==> src/rtl/log_class_border_generator_core_defines.svh <==
// assertion macros for the class border generator
`ifndef LOG_CLASS_BORDER_GENERATOR_CORE_DEFINES_SVH
`define LOG_CLASS_BORDER_GENERATOR_CORE_DEFINES_SVH

// condition holds in the same cycle
`define LCBG_ASSERT_NOW(lbl, ante, cons) \
	lbl: assert property (@(posedge clk) disable iff (!arst_n) (ante) |-> (cons)) \
		else $error("lcbg assertion failed");

// condition holds in the next cycle
`define LCBG_ASSERT_NEXT(lbl, ante, cons) \
	lbl: assert property (@(posedge clk) disable iff (!arst_n) (ante) |=> (cons)) \
		else $error("lcbg assertion failed");

`endif

==> src/rtl/lcbg_pkg.sv <==
// shared types, constants and tables of the class border generator
package lcbg_pkg;

	localparam int LOG_FRAC  = 24;
	localparam int MANT_FRAC = 30;
	localparam int LOGW      = 40;

	typedef enum logic [4:0] {
		OP_NONE,
		OP_LOAD,
		OP_NORM,
		OP_LOG_INIT,
		OP_SQ_MUL,
		OP_SQ_ADJ,
		OP_DIV_INIT,
		OP_DIV_STEP,
		OP_DIV_DONE,
		OP_EXP_INIT,
		OP_EXP_MUL,
		OP_EXP_ADJ,
		OP_EXP_SHIFT,
		OP_EMIT_ERR,
		OP_EMIT_LOW,
		OP_EMIT_MID,
		OP_EMIT_HIGH
	} op_t;

	typedef struct packed {
		logic err;
		logic norm_done;
		logic cnt_last;
		logic div_last;
		logic mid_done;
		logic out_free;
	} status_t;

	typedef logic [LOG_FRAC-1:0][MANT_FRAC:0] root_arr_t;

	function automatic logic [63:0] isqrt64(input logic [63:0] v);
		logic [63:0] r;
		logic [63:0] b;
		logic [63:0] x;
		r = '0;
		x = v;
		b = 64'h4000_0000_0000_0000;
		for (int j = 0; j < 32; j++) begin
			if (x >= r + b) begin
				x = x - (r + b);
				r = (r >> 1) + b;
			end else begin
				r = r >> 1;
			end
			b = b >> 2;
		end
		return r;
	endfunction

	// 2^(2^-(k+1)) in q1.30, each the truncated root of the one before
	function automatic root_arr_t root_table();
		root_arr_t t;
		logic [63:0] r;
		r = isqrt64(64'd2 << (2 * MANT_FRAC));
		for (int k = 0; k < LOG_FRAC; k++) begin
			t[k] = r[MANT_FRAC:0];
			r = isqrt64(r << MANT_FRAC);
		end
		return t;
	endfunction

endpackage

==> src/rtl/lcbg_ctrl.sv <==
// sequencer of the class border generator
module lcbg_ctrl (
	input  logic             clk,
	input  logic             arst_n,
	input  logic             in_valid,
	output logic             in_ready,
	input  lcbg_pkg::status_t stat,
	output lcbg_pkg::op_t    op
);
	import lcbg_pkg::*;

	typedef enum logic [4:0] {
		S_IDLE, S_CHECK, S_EMIT_ERR, S_EMIT_LOW, S_NORM, S_SQ_MUL, S_SQ_ADJ,
		S_DIV_INIT, S_DIV_STEP, S_DIV_DONE, S_EXP_CHECK, S_EXP_INIT, S_EXP_MUL,
		S_EXP_ADJ, S_EXP_SHIFT, S_EMIT_MID, S_EMIT_HIGH
	} state_t;

	state_t state_q, state_d;

	always_comb begin
		state_d  = state_q;
		op       = OP_NONE;
		in_ready = 1'b0;
		unique case (state_q)
			S_IDLE: begin
				in_ready = 1'b1;
				if (in_valid) begin
					op      = OP_LOAD;
					state_d = S_CHECK;
				end
			end
			S_CHECK: state_d = stat.err ? S_EMIT_ERR : S_EMIT_LOW;
			S_EMIT_ERR: if (stat.out_free) begin
				op      = OP_EMIT_ERR;
				state_d = S_IDLE;
			end
			S_EMIT_LOW: if (stat.out_free) begin
				op      = OP_EMIT_LOW;
				state_d = S_NORM;
			end
			S_NORM: begin
				if (stat.norm_done) begin
					op      = OP_LOG_INIT;
					state_d = S_SQ_MUL;
				end else begin
					op = OP_NORM;
				end
			end
			S_SQ_MUL: begin
				op      = OP_SQ_MUL;
				state_d = S_SQ_ADJ;
			end
			S_SQ_ADJ: begin
				op      = OP_SQ_ADJ;
				state_d = stat.cnt_last ? S_DIV_INIT : S_SQ_MUL;
			end
			S_DIV_INIT: begin
				op      = OP_DIV_INIT;
				state_d = S_DIV_STEP;
			end
			S_DIV_STEP: begin
				op = OP_DIV_STEP;
				if (stat.div_last) state_d = S_DIV_DONE;
			end
			S_DIV_DONE: begin
				op      = OP_DIV_DONE;
				state_d = S_EXP_CHECK;
			end
			S_EXP_CHECK: state_d = stat.mid_done ? S_EMIT_HIGH : S_EXP_INIT;
			S_EXP_INIT: begin
				op      = OP_EXP_INIT;
				state_d = S_EXP_MUL;
			end
			S_EXP_MUL: begin
				op      = OP_EXP_MUL;
				state_d = S_EXP_ADJ;
			end
			S_EXP_ADJ: begin
				op      = OP_EXP_ADJ;
				state_d = stat.cnt_last ? S_EXP_SHIFT : S_EXP_MUL;
			end
			S_EXP_SHIFT: begin
				op      = OP_EXP_SHIFT;
				state_d = S_EMIT_MID;
			end
			S_EMIT_MID: if (stat.out_free) begin
				op      = OP_EMIT_MID;
				state_d = S_EXP_CHECK;
			end
			S_EMIT_HIGH: if (stat.out_free) begin
				op      = OP_EMIT_HIGH;
				state_d = S_IDLE;
			end
			default: state_d = S_IDLE;
		endcase
	end

	always_ff @(posedge clk or negedge arst_n) begin
		if (!arst_n) state_q <= S_IDLE;
		else         state_q <= state_d;
	end

endmodule

==> config.mk <==
export PLATFORM = sky130hd
export DESIGN_NAME = lcbg_ctrl
export DESIGN_NICKNAME = d
export VERILOG_FILES = /design/src/rtl/log_class_border_generator_core_defines.svh /design/src/rtl/lcbg_pkg.sv /design/src/rtl/lcbg_ctrl.sv
export SDC_FILE = /design/constraint.sdc
export NUM_CORES = 1
export LEC_CHECK = 0
export BUFFER_PORTS_ARGS = -buffer_cell sky130_fd_sc_hd__buf_2
export CAP_MARGIN = 20
export CORE_AREA = 2 2 39 41
export CTS_CLUSTER_SIZE = 10
export DETAILED_ROUTE_END_ITERATION = 6
export DIE_AREA = 0 0 41 43
export MAX_ROUTING_LAYER = met4
export PLACE_DENSITY_LB_ADDON = 0.08
export SYNTH_ARGS = -nofsm -noshare
export SYNTH_HDL_FRONTEND = slang
export SYNTH_SLANG_ARGS = --single-unit
==> constraint.sdc <==
create_clock -name clk -period 1.46 [get_ports clk]
set_input_delay 0.073 -clock clk [delete_from_list [all_inputs] [get_ports clk]]
set_output_delay 0.073 -clock clk [all_outputs]
set_load 0.01 [all_outputs]
Word level (Yosys, flattened, before mapping). Index checks and enable logic that the tools add are counted.

Bits in registers: 5. Output and inout bits: 6. Word-level logic and storage cells: 45.

Equal/unequal tests: 22. Multiplexer cells: 19. Reduce and logical (&&, ||, !) cells: 3.

Operators with widths (count): 5-bit one-hot mux with 16 select lines (1); 5-bit one-hot mux with 15 select lines (1); 5-bit by 4-bit equality test with 1-bit output, second input constant (8); 5-bit two-way mux (8); 5-bit by 3-bit equality test with 1-bit output, second input constant (4); 4-bit two-way mux (3); 5-bit by 2-bit equality test with 1-bit output, second input constant (2); 2-bit inequality test, second input constant (5); 6-bit AND reduction (1); 5-bit by 1-bit equality test with 1-bit output, second input constant (1); 5-bit equality test, second input constant (1); 5-bit logical NOT (1); 1-bit two-way mux (4); 2-bit two-way mux (2); 2-bit by 1-bit inequality test with 1-bit output, second input constant (1); 2-bit OR reduction (1).

Depth between registers and ports, before layout.
Depth in word-level cells: 4. Gate-level depth with buffers: 5.

Worst setup path after synthesis. No wires, ideal clock.

Kind: reg2out. Start: reg state_q[3]. End: out op[1]. Arrival: 1.176 ns. Slack: 0.211 ns. Cell stages (with the launch flop): 6. Path through: dfrtp_1 buf_6 buf_4 a21oi_1 nor2_1 nor4b_2.

Word-level cells in the longest chain between the ends: 2.

Ends and longest elaborated chain: start, declared (line lcbg_ctrl.sv:18) `state_t state_q, state_d;`; start signal, assigned (line lcbg_ctrl.sv:100) `else state_q <= state_d;`; 5-bit equality test, or another cell as far along (line lcbg_ctrl.sv:24) `unique case (state_q)`; 5-bit one-hot mux with 15 select lines (*) (line lcbg_ctrl.sv:24); end, declared (line lcbg_ctrl.sv:8) `output lcbg_pkg::op_t op`.

Every way passes the cells marked *; elsewhere a longest branch is shown, timed or not.

Worst setup path in the final report.
Start: reg state_q[2]. End: out op[1].

Same word-level chain as after synthesis.

==> impl_metrics.csv <==
group,metric,value,unit
outcome,status,"finished with violations",
outcome,violations,"setup timing",
flow_run,cap_viol_max_count,0,
place,placed_cells,112,
cells_and_area,n_antenna_cell,0,
clock_tree,clockBufferDepth,2,
global_routing,grt_overflow_total,0,
die,coreArea,0.00138,mm^2
cells_and_area,reg_top3,"state_q x5",
place,portBuffers,14,
cells_and_area,largest-register,"state_q",
cells_and_area,nets,124,
global_routing,first_global_vias,685,
sta,rsz0062_at_grt,"yes",
place,place_hpwl,1.23,mm
pwr,vdd_drop_max,1120,uV
detailed_routing,drt_iter0_markers,17,
global_routing,grt_usage,25.2,%
global_routing,antenna_found_initial,0,
critical_path,crit_path_max_fanout,7,
clock_tree,cts_tree,"yes",
place,place_congestion,0.932,
cells_and_area,drive_gt1_share,55.3,%
critical_path,crit_arrival,1.48,ns
logic_synthesis,avgSynthCellArea,7.25,um^2
logic_synthesis,async_flop_share,100,%
logic_synthesis,netlist_area,566,um^2
critical_path,r2r_start,"state_q[3]",
logic_synthesis,syn-instance-count,78,
sta,finalCriticalPeriod,1.55,ns
logic_synthesis,synth-edff-count,0,
cells_and_area,largest_register_ffs,5,
detailed_routing,ant_nets,0,
cells_and_area,utilization,67.8,%
logic_synthesis,synth_flop_cell,"dfrtp_1",
clock_tree,cts_buffers,3,
logic_synthesis,ys_ff_latch,5,
cells_and_area,syn2layout_area_growth,65.9,%
clock_tree,cts.clk_slew.worst_paths,0.05,ns
detailed_routing,finalWirelength,1.91,mm
detailed_routing,drtPass1Iterations,4,
die,start_util,40.9,%
die,die_area,0.00176,mm^2
logic_synthesis,yosys_warnings,0,
critical_path,worst_setup_path_start_kind,"flip-flop",
critical_path,crit_start,"state_q[2]",
cells_and_area,final_cells,130,
sta,min_period_over_period,106,%
sta,worstMarginPinSlew,0.342,ns
die,dieHeight,43,um
min_path,hp-class,"in -> async",
sta,fmax,645,MHz
clock_tree,numClockSinks,5,
sta,finalHoldViolCount,0,
clock_tree,root_buffer,"clkbuf_4",
sta,slew_headroom,77.2,%
clock_tree,htreeDepth,1,
critical_path,r2r_slack,0.11,ns
die,rows,14,
sta,clock_skew,0.00235,ns
critical_path,path_class,"reg -> out",
detailed_routing,drt-vias-per-instance,6.01,
logic_synthesis,synthDistinctLibCells,37,
logic_synthesis,seq_area_frac_synth,22.1,%
sta,slew_violations,0,
logic_synthesis,synth.net_count,87,
die,die_w,41,um
pwr,cellPowerDensity,2440,mW/mm^2
global_routing,grt_max_degree,11,
global_routing,grt_pass1_wl,2.92,mm
detailed_routing,vias,781,
sta,setup_ws,-0.0900,ns
critical_path,crit_required,1.39,ns
clock_tree,insertion_delay,0.26,ns
die,io_pins,15,
detailed_routing,route.detailed.drc,0,
critical_path,end_kind,"primary output",
sta,setup_viol,4,
detailed_routing,wire_per_inst,14.7,um
pwr,leakagePower,0.435,nW
==> final cells by class <==
type                    count  area [um^2]
fillers                   123          445
clock buffers               3         22.5
well taps                  16         20.0
repair buffers             40          294
multi-input cells          61          447
clock inverters             1         5.00
inverters                   4         20.0
flip-flops and latches      5          130
==> per-stage QoR <==
stage          power, mW  setup TNS, ns  hold WS (ns)  cell area [um^2]  setup WS (ns)
2_1_floorplan       1.13              0        -0.223               566          0.211
3_5_place_dp        1.55              0        -0.106               698          0.109
6_report            2.29         -0.141         0.153               938        -0.0900
4_1_cts             2.11        -0.0989         0.154               880        -0.0543
5_1_grt             2.45         -0.520         0.154               938         -0.142
3_3_place_gp        1.55              0        -0.107               698         0.0970
==> cells in the final DEF, fill, tap and decap left out, types with 2 or more instances in the layout <==
cell type  synthesis  routed
o21ai_1            2       2
mux2i_1            2       2
nand2_1            6       5
buf_4              2      18
dfrtp_2            0       4
a21oi_1            8       7
nor3_1             3       3
buf_2              2      14
nand2b_4           0       2
nand4b_1           2       2
nand3_1            3       2
nor2_1             7       6
buf_6              1       7
inv_4              0       2
clkbuf_4           0       3
a22oi_1            2       2
==> per-layer routing <==
metal  routed length (um)  track usage (%)  vias up  share of wire (%)
met3                   90             3.66        9                4.7
met4                   68             15.3        0                3.6
met5                    0                -        -                  0
met2                  970             38.1       27                 51
li1                     -                -      358                  -
met1                  775             30.1      387                 41
==> where the power goes <==
part	internal, mW	switching (mW)
combinational	0.964	0.778
clock	0.100	0.0725
sequential	0.208	0.170
==> logic make-up after synthesis <==
family / count (synthesis) / share of synthesized area (%)
and+or+nand+nor: 32 / 31.6
AOI/OAI and AO/OA: 26 / 30.1
buffers and inverters: 12 / 11.1
DFF: 5 / 22.1
muxes: 2 / 3.54
xor gates and xnor gates: 1 / 1.55
==> critical path: stages (launching register included) <==
cell and delay (ns):
dfrtp_2 0.48, buf_6 0.14, inv_4 0.04, nand2_2 0.06, o31ai_2 0.07, nor4b_2 0.25
buf_2 0.17
==> synthesized netlist by cell type (all sizes together), types with 2 or more instances <==
cell | n | area [um^2]
nor3 | 3 | 15.0
o22ai | 2 | 12.5
nand2 | 6 | 22.5
o21ai | 4 | 20.0
inv | 3 | 11.3
nor2b | 2 | 12.5
mux2i | 2 | 20.0
a21oi | 8 | 40.0
buf | 5 | 36.3
dfrtp | 5 | 125
nand2b | 3 | 18.8
clkbuf | 3 | 11.3
o31ai | 2 | 15.0
a22oi | 2 | 15.0
nor2 | 8 | 32.5
nand3 | 3 | 15.0
nand4b | 2 | 17.5
==> path summary, 6_finish.rpt <==
check | endpoint | depth (start not counted)
worst max-delay path | op[1] | 6
worst min-delay path | state_q[2] | 2
worst max register to register | state_q[0] | 6
worst min register to register | state_q[4] | 2
max in group asynchronous | state_q[1] | 2
min in group clk | state_q[4] | 3
==> timing repair <==
item                       4_1_cts  5_1_grt
hold endpoints to repair         5        0
hold buffers                     1        0
gates cloned                     0        0
setup buffers                   12        2
resized for setup               22       10
setup endpoints to repair        6        6
pin swaps                        4        5
No activity file was read; power rests on OpenSTA's default activity.
